**config.mk**
```make
export PLATFORM = sky130hd
export DESIGN_NAME = ngtc_div
export DESIGN_NICKNAME = d
export VERILOG_FILES = /design/src/rtl/nonuniform_grid_tridiag_coefficients_assert.svh /design/src/rtl/ngtc_pkg.sv /design/src/rtl/ngtc_div.sv
export SDC_FILE = /design/constraint.sdc
export NUM_CORES = 1
export LEC_CHECK = 0
export BUFFER_PORTS_ARGS = -buffer_cell sky130_fd_sc_hd__buf_4
export CORE_MARGIN = 3
export CORE_UTILIZATION = 40
export CTS_CLUSTER_SIZE = 25
export DETAILED_ROUTE_END_ITERATION = 12
export GPL_TIMING_DRIVEN = 0
export PLACE_DENSITY_LB_ADDON = 0.25
export SLEW_MARGIN = 20
export SYNTH_ARGS = -nofsm -noshare
export SYNTH_HDL_FRONTEND = slang
export SYNTH_SLANG_ARGS = --single-unit
```
**constraint.sdc**
```tcl
create_clock -name clk -period 2.6 [get_ports clk]
set_input_delay 0.78 -clock clk [delete_from_list [all_inputs] [get_ports clk]]
set_output_delay 0.78 -clock clk [all_outputs]
set_load 0.05 [all_outputs]
```
**src/rtl/nonuniform_grid_tridiag_coefficients_assert.svh**
```systemverilog
// Assertion helpers; they compile to nothing in synthesis.
`ifndef NONUNIFORM_GRID_TRIDIAG_COEFFICIENTS_ASSERT_SVH
`define NONUNIFORM_GRID_TRIDIAG_COEFFICIENTS_ASSERT_SVH

`ifndef SYNTHESIS

`define NGTC_ASSERT_IMP(lbl, clk, rstn, ante, cons) \
	lbl: assert property (@(posedge clk) disable iff (!rstn) (ante) |-> (cons)) \
		else $error("ngtc: assertion failed");

`define NGTC_ASSERT_NEXT(lbl, clk, rstn, ante, cons) \
	lbl: assert property (@(posedge clk) disable iff (!rstn) (ante) |=> (cons)) \
		else $error("ngtc: assertion failed");

`else

`define NGTC_ASSERT_IMP(lbl, clk, rstn, ante, cons)

`define NGTC_ASSERT_NEXT(lbl, clk, rstn, ante, cons)

`endif

`endif

```
**src/rtl/ngtc_pkg.sv**
```systemverilog
package ngtc_pkg;

	localparam int MAX_POINTS_DEF = 4096;
	localparam int COORD_W = 32;
	localparam int COEF_W = 48;
	localparam int ROW_W = 12;
	localparam int MODE_W = 2;
	localparam int CFG_IDX_W = 1;
	localparam int CFG_DATA_W = 48;
	// reciprocal quotient: 2^49 / 1 needs 50 bits
	localparam int Q_W = 50;

	localparam logic [MODE_W-1:0] MODE_AXIAL_IN = 2'd0;
	localparam logic [MODE_W-1:0] MODE_RADIAL = 2'd2;

	localparam logic [CFG_IDX_W-1:0] REG_AXIS_MODE = 1'd0;
	localparam logic [CFG_IDX_W-1:0] REG_TWO_OVER_DT = 1'd1;

	localparam logic [COEF_W-1:0] TOD_RESET = 48'd33554432;
	localparam logic [COEF_W-1:0] ONE_Q24 = 48'd16777216;
	localparam logic [COEF_W-1:0] MINUS_ONE_Q24 = ~ONE_Q24 + 48'd1;
	localparam logic [COEF_W-1:0] POS_MAX = {1'b0, {(COEF_W-1){1'b1}}};
	localparam logic [COEF_W-1:0] NEG_MIN = {1'b1, {(COEF_W-1){1'b0}}};
	localparam logic [Q_W-1:0] MAG_LIM = Q_W'(1) << (COEF_W - 1);

	typedef enum logic [2:0] {
		ST_IDLE,
		ST_DIV_START,
		ST_DIV_WAIT,
		ST_MUL_START,
		ST_MUL_WAIT,
		ST_DIAG,
		ST_EMIT_ROW,
		ST_EMIT_LAST
	} state_t;

	typedef enum logic [1:0] {
		OP_S,
		OP_H1,
		OP_H2,
		OP_R
	} recip_op_t;

	typedef struct packed {
		logic [COORD_W-1:0] coord;
		logic first_point;
		logic last_point;
	} pt_t;

	typedef struct packed {
		logic [ROW_W-1:0] row_index;
		logic signed [COEF_W-1:0] coef_sub;
		logic signed [COEF_W-1:0] coef_diag;
		logic signed [COEF_W-1:0] coef_super;
		logic div_fault;
		logic row_last;
	} row_t;

	typedef struct packed {
		logic start;
		logic wide_k;
		logic [COORD_W-1:0] divisor;
	} div_req_t;

	typedef struct packed {
		logic start;
		logic [COEF_W-1:0] x;
		logic [Q_W-1:0] y;
	} mul_req_t;

	// Apply a sign to a magnitude and clip to the signed 48-bit range.
	function automatic logic [COEF_W-1:0] sign_sat(input logic [Q_W-1:0] mag, input logic neg);
		logic [COEF_W-1:0] res;
		if (neg) begin
			if (mag >= MAG_LIM) res = NEG_MIN;
			else res = ~{1'b0, mag[COEF_W-2:0]} + COEF_W'(1);
		end else begin
			if (mag >= MAG_LIM - Q_W'(1)) res = POS_MAX;
			else res = {1'b0, mag[COEF_W-2:0]};
		end
		return res;
	endfunction

endpackage

```
**src/rtl/ngtc_div.sv**
```systemverilog
module ngtc_div (
	input  logic                     clk,
	input  logic                     arst_n,
	input  ngtc_pkg::div_req_t       req,
	output logic                     done,
	output logic [ngtc_pkg::Q_W-1:0] quot
);

	localparam int DW = ngtc_pkg::COORD_W;
	localparam int QW = ngtc_pkg::Q_W;
	localparam int CNT_W = $clog2(QW + 1);
	// 2^k with k = 49 or 48 takes k+1 quotient bits
	localparam logic [CNT_W-1:0] STEPS_WIDE = CNT_W'(QW);
	localparam logic [CNT_W-1:0] STEPS_NARROW = CNT_W'(QW - 1);

	logic             busy_q;
	logic             done_q;
	logic             lead_q;
	logic [CNT_W-1:0] cnt_q;
	logic [DW-1:0]    rem_q;
	logic [DW-1:0]    dvs_q;
	logic [QW-1:0]    quot_q;

	logic [DW:0]   trial;
	logic          ge;
	logic [DW:0]   diff;
	logic [DW-1:0] rem_d;

	always_comb begin
		// the dividend is a single one followed by zeros
		trial = {rem_q, lead_q};
		ge = trial >= {1'b0, dvs_q};
		diff = trial - {1'b0, dvs_q};
		rem_d = ge ? diff[DW-1:0] : trial[DW-1:0];
	end

	always_ff @(posedge clk or negedge arst_n) begin
		if (!arst_n) begin
			busy_q <= 1'b0;
			done_q <= 1'b0;
			lead_q <= 1'b0;
			cnt_q <= '0;
		end else begin
			done_q <= 1'b0;
			if (req.start) begin
				busy_q <= 1'b1;
				lead_q <= 1'b1;
				cnt_q <= req.wide_k ? STEPS_WIDE : STEPS_NARROW;
			end else if (busy_q) begin
				lead_q <= 1'b0;
				cnt_q <= cnt_q - CNT_W'(1);
				if (cnt_q == CNT_W'(1)) begin
					busy_q <= 1'b0;
					done_q <= 1'b1;
				end
			end
		end
	end

	always_ff @(posedge clk) begin
		if (req.start) begin
			rem_q <= '0;
			quot_q <= '0;
			dvs_q <= req.divisor;
		end else if (busy_q) begin
			rem_q <= rem_d;
			quot_q <= {quot_q[QW-2:0], ge};
		end
	end

	assign done = done_q;
	assign quot = quot_q;

endmodule

```
Word level (Yosys, flattened, before mapping)
Cells that the tools add are included.
- word-level logic and storage cells: 24
- register bits after elaboration: 123
- output and inout bits: 51
- $lt $le $gt $ge: 1
- equal/unequal tests: 1
- $add $sub $neg: 2
- multiplexer cells: 12
- reductions and logical operators: 1
- operators by type and width (cell ; count):
    $ge A33 B32 Y1 ; 1
    $mux W32 ; 1
    $sub A32 B32 Y32 ; 1
    $mux W6 ; 2
    $mux W1 ; 8
    $eq A6 B1 Y1 const B ; 1
    $sub A6 B1 Y6 const B ; 1
    $mux W2 ; 1
    $reduce_bool A2 Y1 ; 1

Logic depth before layout (Yosys ltp)
Gate-level depths: netlist of run 1.
- word-level depth: 4
- mapped depth: 13

Worst setup path before layout of run 1
No wires, ideal clock.
- path kind: flip-flop to flip-flop
- start point: register dvs_q[1]
- end point: register rem_q[23]
- data arrival time: 2.478 ns
- stages on the path, launching flop included: 13
- slack: 0.037 ns
- buffers on the path: 1
- period minus slack after synthesis: 2.563 ns
- path through: edfxtp_1 inv_1 ha_1 nor2b_1 o2111ai_1 a31oi_2 or3b_1 buf_2 a41o_1 a21oi_2 xnor2_1 mux2i_1 a211oi_1
- longest elaborated chain between the ends: 2
- ends and longest elaborated chain (what ; RTL line ; RTL):
    start: declaration ; ngtc_div.sv:21 ; logic [DW-1:0] dvs_q;
    start signal: assignment ; ngtc_div.sv:64 ; dvs_q <= req.divisor;
    $sub A32 B32 Y32 or $ge A33 B32 Y1 (tied branches) ; ngtc_div.sv:33, ngtc_div.sv:32 ;
    $mux W32 (*) ; ngtc_div.sv:34 ; rem_d = ge ? diff[DW-1:0] : trial[DW-1:0];
    end signal: assignment ; ngtc_div.sv:66 ; rem_q <= rem_d;
    end: declaration ; ngtc_div.sv:20 ; logic [DW-1:0] rem_q;
Every way passes the cells marked *; elsewhere a longest branch is shown, timed or not.
A chain may end at the register's enable or synchronous reset.

Worst setup path in the final report of run 1
Same ends and word-level chain as after synthesis.

==> results of run 1 <==
## how the worst min path moves through the flow
stage                           end  startpoint  slack (ns)
after floorplan           rem_q[30]   rem_q[30]        0.47
after global placement     quot[49]    quot[49]        0.48
after detailed placement   quot[49]    quot[49]        0.49
after CTS                    busy_q      arst_n        0.15
after global routing         lead_q      arst_n        0.16
final                        busy_q      arst_n        0.16
## routing by layer
layer	share of wire [%]	up-vias	routed length (um)	GRT usage, %
met1	42	2692	7443	22.27
met4	2.6	0	454	7.217
met3	7.2	52	1267	6.958
li1	-	2700	-	-
met5	0	-	0	0
met2	48	197	8436	30.71
## sequential cells by signal, summed over array words and instances, names as in the netlist
signal  count
dvs_q      32
quot       50
rem_q      32
done        1
lead_q      1
busy_q      1
cnt_q       6
## area by class of cell
type	count	area share [%]
Clock inverter	15	1.653
Multi-Input combinational cell	483	43.03
Sequential cell	123	31.96
Buffer	33	2.289
Clock buffer	17	4.804
Tap cell	211	2.981
Timing Repair Buffer	124	11.33
Inverter	46	1.950
## metrics by stage
stage          setup WS (ns)  instance area [um2]  total power [mW]
6_report             -0.1371                 8856             4.999
5_1_grt              -0.2637                 8856             5.203
4_1_cts              -0.1095                 8252             4.948
3_5_place_dp         -0.4163                 7337             2.601
3_3_place_gp         -0.3825                 7337             2.589
2_1_floorplan        0.03676                 6427             2.453
## critical path: stages (launching register included)
cell and delay, ns:
edfxtp_1 0.41, inv_2 0.09, ha_4 0.19, nor2b_4 0.13
o2111ai_4 0.24, a31oi_4 0.13, or3b_1 0.42, buf_6 0.14
a41o_4 0.26, a21oi_4 0.19, xnor2_1 0.15, mux2i_1 0.10
a211oi_1 0.18
## power breakdown
part	internal, mW	total [mW]	switching, mW
Clock	1.27	2.28	1.01
Sequential	2.04	2.08	0.0393
Combinational	0.276	0.640	0.364
Total	3.58	5.00	1.42
## layout by cell type, fill, tap and decap left out, types with 24 or more instances in the layout
cell / count
inv_1: 43
nor2_1: 105
buf_4: 113
clkbuf_1: 24
mux2i_1: 59
edfxtp_1: 32
a21oi_1: 33
dfxtp_1: 80
nand2_1: 29
ha_1: 24
## logic make-up (layout without fill, tap and decap cells)
group	Yosys count	in the layout	synth area share, %
XOR/XNOR	28	28	3.816
multiplexers	60	60	9.344
adder cells (fa/ha/maj)	35	35	6.930
buffers and inverters	83	235	5.334
flip-flops	123	123	43.99
AND/OR/NAND/NOR	203	203	13.86
AO/OA/AOI/OAI	156	157	16.72
## Yosys cell counts (all sizes together) (2+ instances only)
cell type,n,area (um2)
nor2,116,435.4
dfxtp,82,1642
mux2i,60,600.6
a21oi,56,295.3
inv,46,172.7
ha,34,425.4
a211oi,33,257.7
edfxtp,32,960.9
nand2,32,120.1
clkbuf,27,101.4
o21ai,27,138.9
xnor2,19,166.4
buf,10,68.81
nand3,10,50.05
dfrtp,9,225.2
xor2,9,78.83
nand4,8,50.05
a21o,7,52.55
nor2b,7,43.79
a31oi,6,73.82
and3,6,37.54
nand2b,6,37.54
nor3,6,30.03
o21bai,4,30.03
nor4,3,18.77
o31ai,3,41.29
a2111oi,2,17.52
a221oi,2,35.04
o2111ai,2,17.52
o211ai,2,15.01
o21a,2,15.01
o22ai,2,12.51
or2,2,12.52
## timing repair
| action | in CTS | in global routing |
|---|---|---|
| setup endpoints to repair | 33 | 33 |
| pin swaps | 39 | 47 |
| endpoints found under the hold margin | 0 | 0 |
| setup buffers | 18 | 18 |
| gates resized for setup | 45 | 97 |
| gates cloned | 1 | 5 |
==> flow_metrics.tcl, run 1 <==
set metrics [dict create \
    status "finished, violations left" \
    violations "negative setup slack" \
    synth_edf_count 32 \
    numPortBuffers 86 \
    cts_max_level 4 \
    regToRegEndpoint "rem_q[23]" \
    hpwlAfterDp_um 11240 \
    clk_latency_ns 0.43 \
    fmax_mhz 365.4 \
    vias_per_cell 5.362 \
    ioPinCount 87 \
    drc 0 \
    yosysUniqueCellTypes 61 \
    wl_per_cell_um 16.73 \
    cp-startpoint "dvs_q[1]" \
    hold-worst-slack_ns 0.1639 \
    num_rows 45 \
    final_util_pct 57.20 \
    endpoint "rem_q[23]" \
    setup_tns_ns -1.421 \
    avgSynthCellArea_um2 9.342 \
    timing.rr.start "dvs_q[1]" \
    syn2layout_area_growth_pct 37.78 \
    antenna_found_initial 0 \
    fin_crit_sh_pct 105.3 \
    dpl.cell_count 985 \
    p_leak_nw 4.085 \
    reg2reg_depth 12 \
    tightest_slew_ns 0.7392 \
    stdcell_count 1052 \
    first_pass_iters 6 \
    initial_core_util_pct 41.51 \
    gp_congestion 0.8729 \
    relSlewSlack_pct 50.72 \
    cts_hold_buf 0 \
    antenna_cells 0 \
    numCtsBuffers 17 \
    cp-start-kind "register" \
    synthCells 688 \
    multiInputGateArea_um2 3811 \
    setup_violations 25 \
    crit_required_ns 2.94 \
    die_y_um 132.8 \
    nNetsFinal 899 \
    drt_iter0_markers 431 \
    cts.sinks 123 \
    dieArea_um2 17630 \
    cp_max_fo 3 \
    reg2reg_slack_ns -0.14 \
    rsz0062_at_grt "true" \
    cts.clk_slew.worst_paths_ns 0.07 \
    grt_max_degree 36 \
    ys.flop_type "dfxtp_1" \
    fill_cells 1335 \
    yosysWarningCount 0 \
    finalHoldViolCount 0 \
    cp.arrival_ns 3.08 \
    power_density_nw_per_um2 564.5 \
    async_flop_share_pct 7.317 \
    cts.path.max_buffers 2 \
    drive_above_1_share_pct 31.39 \
    endpoint_kind "register" \
    finClkSkew_ns 0.008565 \
    vdd.ir_drop.worst_mv 0.4901 \
    cts_tree "done" \
    slew_viol_final 0 \
    grt_pass1_vias 5536 \
    synth-seq-cells 123 \
    synthesis.area_um2 6427 \
    num_vias 5641 \
    min_path_type "in2async" \
    cts_root_buf "clkbuf_16" \
    maxCapViolCount 0 \
    synth_fp_nets 759 \
    die_w_um 132.8 \
    grt_use_total_pct 18.68 \
    ant_nets 0 \
    grt_overflow 0 \
    coreArea_um2 15480 \
    seq_area_um2 2830 \
    yosysSeqAreaShare_pct 43.99 \
    critical_path_class "reg2reg" \
    layout_setup_ws_ns -0.1371 \
    period_needed_ns 2.737 \
    grt_pass1_wl_um 26830 \
    routed_wl_um 17600 \
]
Power figures use the tool's default switching activity.
==> inputs of run 2 (changes only) <==
--- a/config.mk
+++ b/config.mk
@@ -11,7 +11,7 @@
 export CTS_CLUSTER_SIZE = 25
 export DETAILED_ROUTE_END_ITERATION = 12
 export GPL_TIMING_DRIVEN = 0
-export PLACE_DENSITY_LB_ADDON = 0.25
+export PLACE_DENSITY_LB_ADDON = 0.12
 export SLEW_MARGIN = 20
 export SYNTH_ARGS = -nofsm -noshare
 export SYNTH_HDL_FRONTEND = slang
==> run 2 against run 1 <==
The flow still finishes with violations (negative setup slack). Clock skew increased by 0.0025 ns. Design area decreased by 0.35%. Cell count decreased by 0.95%. Sequential share of layout area increased by 0.085 points. Setup slack got worse by 0.0081 ns. Die area unchanged. Critical endpoint is now rem_q[30]. Highest routed layer unchanged.
==> flow_metrics.tcl, run 2 (synthesis results as in run 1) <==
set metrics [dict create \
    drc 0 \
    power_density_nw_per_um2 573.9 \
    num_rows 45 \
    gp_congestion 0.9123 \
    cts_hold_buf 0 \
    totalPowerFinal_mw 5.065 \
    mostFrequentLayoutCell "buf_4" \
    fmax_mhz 364.3 \
    crit_required_ns 2.94 \
    cts.sinks 123 \
    slew_viol_final 0 \
    die_y_um 132.8 \
    reg2reg_slack_ns -0.15 \
    wl_per_cell_um 16.33 \
    cts.path.max_buffers 2 \
    ioPinCount 87 \
    path_cells "inv_1 -> ha_2 -> fa_2 -> nor2b_2 -> o21bai_1 -> a31o_1 -> a21oi_2 -> o31ai_4 -> o31ai_4 -> mux2i_1 -> o31a_1 -> nor3_1" \
    antenna_cells 0 \
    setup_violations 21 \
    ant_nets 0 \
    clk_latency_ns 0.42 \
    die_w_um 132.8 \
    status "finished, violations left" \
    grt_overflow 0 \
    hold-worst-slack_ns 0.1711 \
    syn2layout_area_growth_pct 37.30 \
    routed_wl_um 17020 \
    vdd.ir_drop.worst_mv 0.4757 \
    reg2reg_depth 12 \
    path_delay_family "compound AO/OA/AOI/OAI gates" \
    grt_pass1_vias 5490 \
    endpoint_kind "register" \
    timing.rr.start "lead_q" \
    critical_path_class "reg2reg" \
    hpwlAfterDp_um 11340 \
    layout_setup_ws_ns -0.1452 \
    min_path_type "in2async" \
    largest_reg_flops 50 \
    dpl_cell_area_um2 7337 \
    period_needed_ns 2.745 \
    cp.arrival_ns 3.09 \
    grt_pass1_wl_um 27140 \
    coreArea_um2 15480 \
    fill_cells 1352 \
    cts_root_buf "clkbuf_16" \
    drive_above_1_share_pct 29.00 \
    grt_max_degree 36 \
    p_leak_nw 4.078 \
    grt_use_total_pct 18.95 \
    numPortBuffers 86 \
    rsz0062_at_grt "true" \
    critPathMostFrequentCell "o31ai_4" \
    finClkSkew_ns 0.01111 \
    path_buf_inv 1 \
    regToRegEndpoint "rem_q[30]" \
    nNetsFinal 889 \
    drt_iter0_markers 287 \
    vias_per_cell 5.228 \
    initial_core_util_pct 41.51 \
    numCtsBuffers 17 \
    stdcell_area_um2 8825 \
    num_vias 5448 \
    relSlewSlack_pct 45.25 \
    tightest_slew_ns 0.8212 \
    fin_crit_sh_pct 105.6 \
    cts_max_level 4 \
    most-common-layout-cells "buf_4, nor2_1, dfxtp_1" \
    maxCapViolCount 0 \
    cts_tree "done" \
    violations "negative setup slack" \
    cp_max_fo 3 \
    finalHoldViolCount 0 \
    first_pass_iters 5 \
    cts.clk_slew.worst_paths_ns 0.06 \
    max_stage_delay_ns 0.37 \
    dieArea_um2 17630 \
    cpMaxStageDelayCell "dfrtp_1" \
    antenna_found_initial 0 \
    cp-start-kind "register" \
]
[run 2: cell types whose count changed in the layout (fill, tap and decap cells not counted), sizes merged]
| cell | previous run | this run |
|---|---|---|
| inv | 56 | 51 |
| clkbuf | 43 | 47 |
| buf | 131 | 122 |
| clkinvlp | 2 | 0 |
| a31oi | 7 | 6 |
| clkinv | 3 | 5 |
| bufinv | 0 | 1 |
[run 2: through the flow]
step / util (%) / setup TNS (ns) / setup slack [ns] / instances
finish: 56.99 / -1.210 / -0.1452 / 1042
global route: 56.99 / -4.627 / -0.2577 / 1042
CTS: 54.17 / -0.3938 / -0.1513 / 1035
detailed placement: 47.39 / -7.742 / -0.3082 / 985
global placement: 47.39 / -7.871 / -0.3457 / 985
floorplan: - / 0 / 0.03676 / 688
[run 2: power breakdown]
group,leakage [nW],internal (mW),switching (mW),total [mW]
Clock,0.293,1.44,0.913,2.35
Combinational,2.71,0.280,0.356,0.635
Sequential,1.08,2.04,0.0393,2.08
Total,4.08,3.76,1.31,5.06
[run 2: worst reg2reg max path, stage by stage (launching register included)]
cell      delay [ns]
dfrtp_1         0.37
inv_1           0.06
ha_2            0.19
fa_2            0.35
nor2b_2         0.13
o21bai_1        0.09
a31o_1          0.24
a21oi_2         0.24
o31ai_4         0.11
o31ai_4         0.32
mux2i_1         0.13
o31a_1          0.29
nor3_1          0.16
[run 2: area by class of cell]
| class | instances | area, um2 | area share, % |
|---|---|---|---|
| repair buffers | 116 | 984.7 | 11.16 |
| inverters | 46 | 172.7 | 1.957 |
| flip-flops and latches | 123 | 2828 | 32.04 |
| clock buffers | 21 | 483.0 | 5.473 |
| multi-input cells | 482 | 3781 | 42.85 |
| well taps | 211 | 264.0 | 2.992 |
| plain buffers | 32 | 205.2 | 2.325 |
| clock inverters | 11 | 106.4 | 1.205 |
[run 2: worst max-delay path by stage]
stage	from	endpoint	slack, ns	cells after the start
floorplan	dvs_q[1]	rem_q[23]	0.04	12
global placement	dvs_q[0]	rem_q[28]	-0.35	11
detailed placement	dvs_q[1]	rem_q[13]	-0.31	11
CTS	dvs_q[0]	rem_q[30]	-0.15	11
global route	lead_q	rem_q[26]	-0.26	12
finish	lead_q	rem_q[30]	-0.15	12
[run 2: routing by layer]
metal | vias to the layer above | routed length [um] | track usage (%)
met5 | - | 0 | 0
met4 | 0 | 206 | 5.716
met3 | 18 | 872 | 6.464
met2 | 121 | 8320 | 31.37
met1 | 2620 | 7616 | 23.44
li1 | 2689 | - | -
[run 2: timing repair]
item	4_1_cts	5_1_grt
gates resized for setup	59	76
pin swaps	27	42
cloned	3	2
setup buffers	16	9
setup endpoints to repair	33	32
==> inputs of run 3 (changes only) <==
--- a/config.mk
+++ b/config.mk
@@ -11,7 +11,7 @@
 export CTS_CLUSTER_SIZE = 25
 export DETAILED_ROUTE_END_ITERATION = 12
 export GPL_TIMING_DRIVEN = 0
-export PLACE_DENSITY_LB_ADDON = 0.12
+export PLACE_DENSITY = 0.68
 export SLEW_MARGIN = 20
 export SYNTH_ARGS = -nofsm -noshare
 export SYNTH_HDL_FRONTEND = slang
==> run 3 against run 2 <==
Global-route usage shrank 0.94 points. Cell count shrank 0.86%. Largest power group unchanged. Largest cell class unchanged. Clock-buffer cell count grew 3. The flow still finishes with violations (negative setup slack).
==> flow_metrics.tcl, run 3 (synthesis results as in run 1) <==
set metrics [dict create \
    numPortBuffers 86 \
    final_util_pct 53.76 \
    grt_use_total_pct 18.01 \
    endpoint_kind "register" \
    finalHoldViolCount 0 \
    coreArea_um2 15480 \
    layout_setup_ws_ns -0.07490 \
    fmax_mhz 373.8 \
    cts_tree "done" \
    ant_nets 0 \
    slew_viol_final 0 \
    grtUsageMet2_pct 27.37 \
    status "finished, violations left" \
    first_pass_iters 4 \
    gp_congestion 0.9262 \
    seqPwrFrac_pct 43.0 \
    critical_path_class "reg2reg" \
    p_switching_mw 1.173 \
    num_vias 5337 \
    grt_overflow 0 \
    cp_max_fo 3 \
    cts.path.max_buffers 2 \
    netSwitchingFraction_pct 24.31 \
    grt_pass1_vias 5245 \
    tightest_slew_ns 0.7200 \
    syn2layout_area_growth_pct 29.51 \
    cts.sinks 123 \
    dieArea_um2 17630 \
    antenna_found_initial 0 \
    hpwlAfterDp_um 10720 \
    routed_wl_um 15710 \
    setup_tns_ns -0.7170 \
    path_cells "buf_4 -> fa_2 -> nor2b_4 -> o21bai_1 -> a31o_1 -> a21oi_2 -> o31ai_4 -> o31ai_4 -> mux2i_1 -> o31a_1 -> nor3_2" \
    clk_latency_ns 0.42 \
    fill_cells 1423 \
    vias_per_cell 5.167 \
    violations "negative setup slack" \
    most-common-layout-cells "nor2_1, buf_4, dfxtp_1" \
    drive_above_1_share_pct 23.11 \
    drc 0 \
    critPathMostFrequentCell "o31ai_4" \
    vdd.ir_drop.worst_mv 0.5494 \
    max_stage_delay_ns 0.41 \
    crit_required_ns 2.95 \
    grt_use_met3_pct 6.312 \
    largest_reg_flops 50 \
    cp.arrival_ns 3.02 \
    use_met1_pct 23.88 \
    relSlewSlack_pct 52.00 \
    power_density_nw_per_um2 579.6 \
    rsz0062_at_grt "true" \
    grt_max_degree 36 \
    finClkSkew_ns 0.008647 \
    initial_core_util_pct 41.51 \
    drt_iter0_markers 282 \
    period_needed_ns 2.675 \
    p_leak_nw 3.953 \
    cts_root_buf "clkbuf_16" \
    cpMaxStageDelayCell "edfxtp_1" \
    setup_violations 20 \
    nNetsFinal 882 \
    antenna_cells 0 \
    cp-start-kind "register" \
    die_w_um 132.8 \
    intPower_mw 3.652 \
    grt-busiest-layer "met2" \
    wl_per_cell_um 15.20 \
    num_rows 45 \
    grt_pass1_wl_um 25870 \
    ioPinCount 87 \
    die_y_um 132.8 \
    numCtsBuffers 17 \
    fin_crit_sh_pct 102.9 \
    cts_max_level 4 \
    p_clk_share_pct 45.4 \
    min_path_type "in2async" \
    maxCapViolCount 0 \
    cts.clk_slew.worst_paths_ns 0.06 \
    mostFrequentLayoutCell "nor2_1" \
    p_comb_share_pct 11.6 \
]
run 3: final cells by class:
cell class / count / area (um2) / area share (%)
clock inverters: 6 / 37.54 / 0.4509
repair buffers: 108 / 843.3 / 10.13
clock buffers: 24 / 514.2 / 6.178
well taps: 211 / 264.0 / 3.172
flip-flops and latches: 123 / 2828 / 33.97
multi-input cells: 482 / 3483 / 41.85
inverters: 46 / 172.7 / 2.074
plain buffers: 33 / 181.4 / 2.179
run 3: timing repair:
action | in CTS | in global routing
gates cloned | 1 | 0
hold buffers | 0 | 0
pin swaps | 15 | 15
gates resized for setup | 30 | 25
buffers inserted | 17 | 5
hold endpoints to repair | 0 | 0
setup endpoints to repair | 33 | 32
run 3: worst paths after layout:
check                      cells after the start        end  slack [ns]       from
max                                           11  rem_q[30]       -0.07   dvs_q[1]
min                                            1       done        0.18     arst_n
max reg2reg                                   11  rem_q[30]       -0.07   dvs_q[1]
min reg2reg                                    2  rem_q[23]        0.51  rem_q[23]
max in group asynchronous                      1   cnt_q[1]        2.29     arst_n
min in group clk                               2  rem_q[23]        0.51  rem_q[23]
run 3: power by group through the flow:
stage / combinational [mW] / clock [mW] / sequential (mW)
finish: 0.558 / 2.19 / 2.08
floorplan: 0.348 / 0 / 2.11
detailed placement: 0.485 / 0 / 2.11
CTS: 0.530 / 2.24 / 2.08
global route: 0.625 / 2.32 / 2.08
global placement: 0.481 / 0 / 2.11
run 3: per-layer routing:
metal	wire length, um	vias to the layer above
met2	7095	124
met1	7385	2517
li1	-	2677
met5	0	-
met3	972	19
met4	253	0
run 3: critical path: cells and delay by family (launching register included):
family,cells,cell delay (ns)
AOI/OAI and AO/OA,6,1.26
buffers and inverters,1,0.16
muxes,1,0.12
and+or+nand+nor,2,0.27
adders and majority gates,1,0.38
DFF,1,0.41
run 3: metrics by stage:
stage	hold WS [ns]	worst slack (ns)	cells	total power, mW	cell area, um2
2_1_floorplan	0.4687	0.03676	688	2.453	6427
3_3_place_gp	0.4750	-0.3298	985	2.592	7337
3_5_place_dp	0.4910	-0.3472	985	2.599	7337
4_1_cts	0.1649	-0.1135	1031	4.847	8180
5_1_grt	0.1658	-0.2539	1033	5.025	8324
6_report	0.1750	-0.07490	1033	4.825	8324
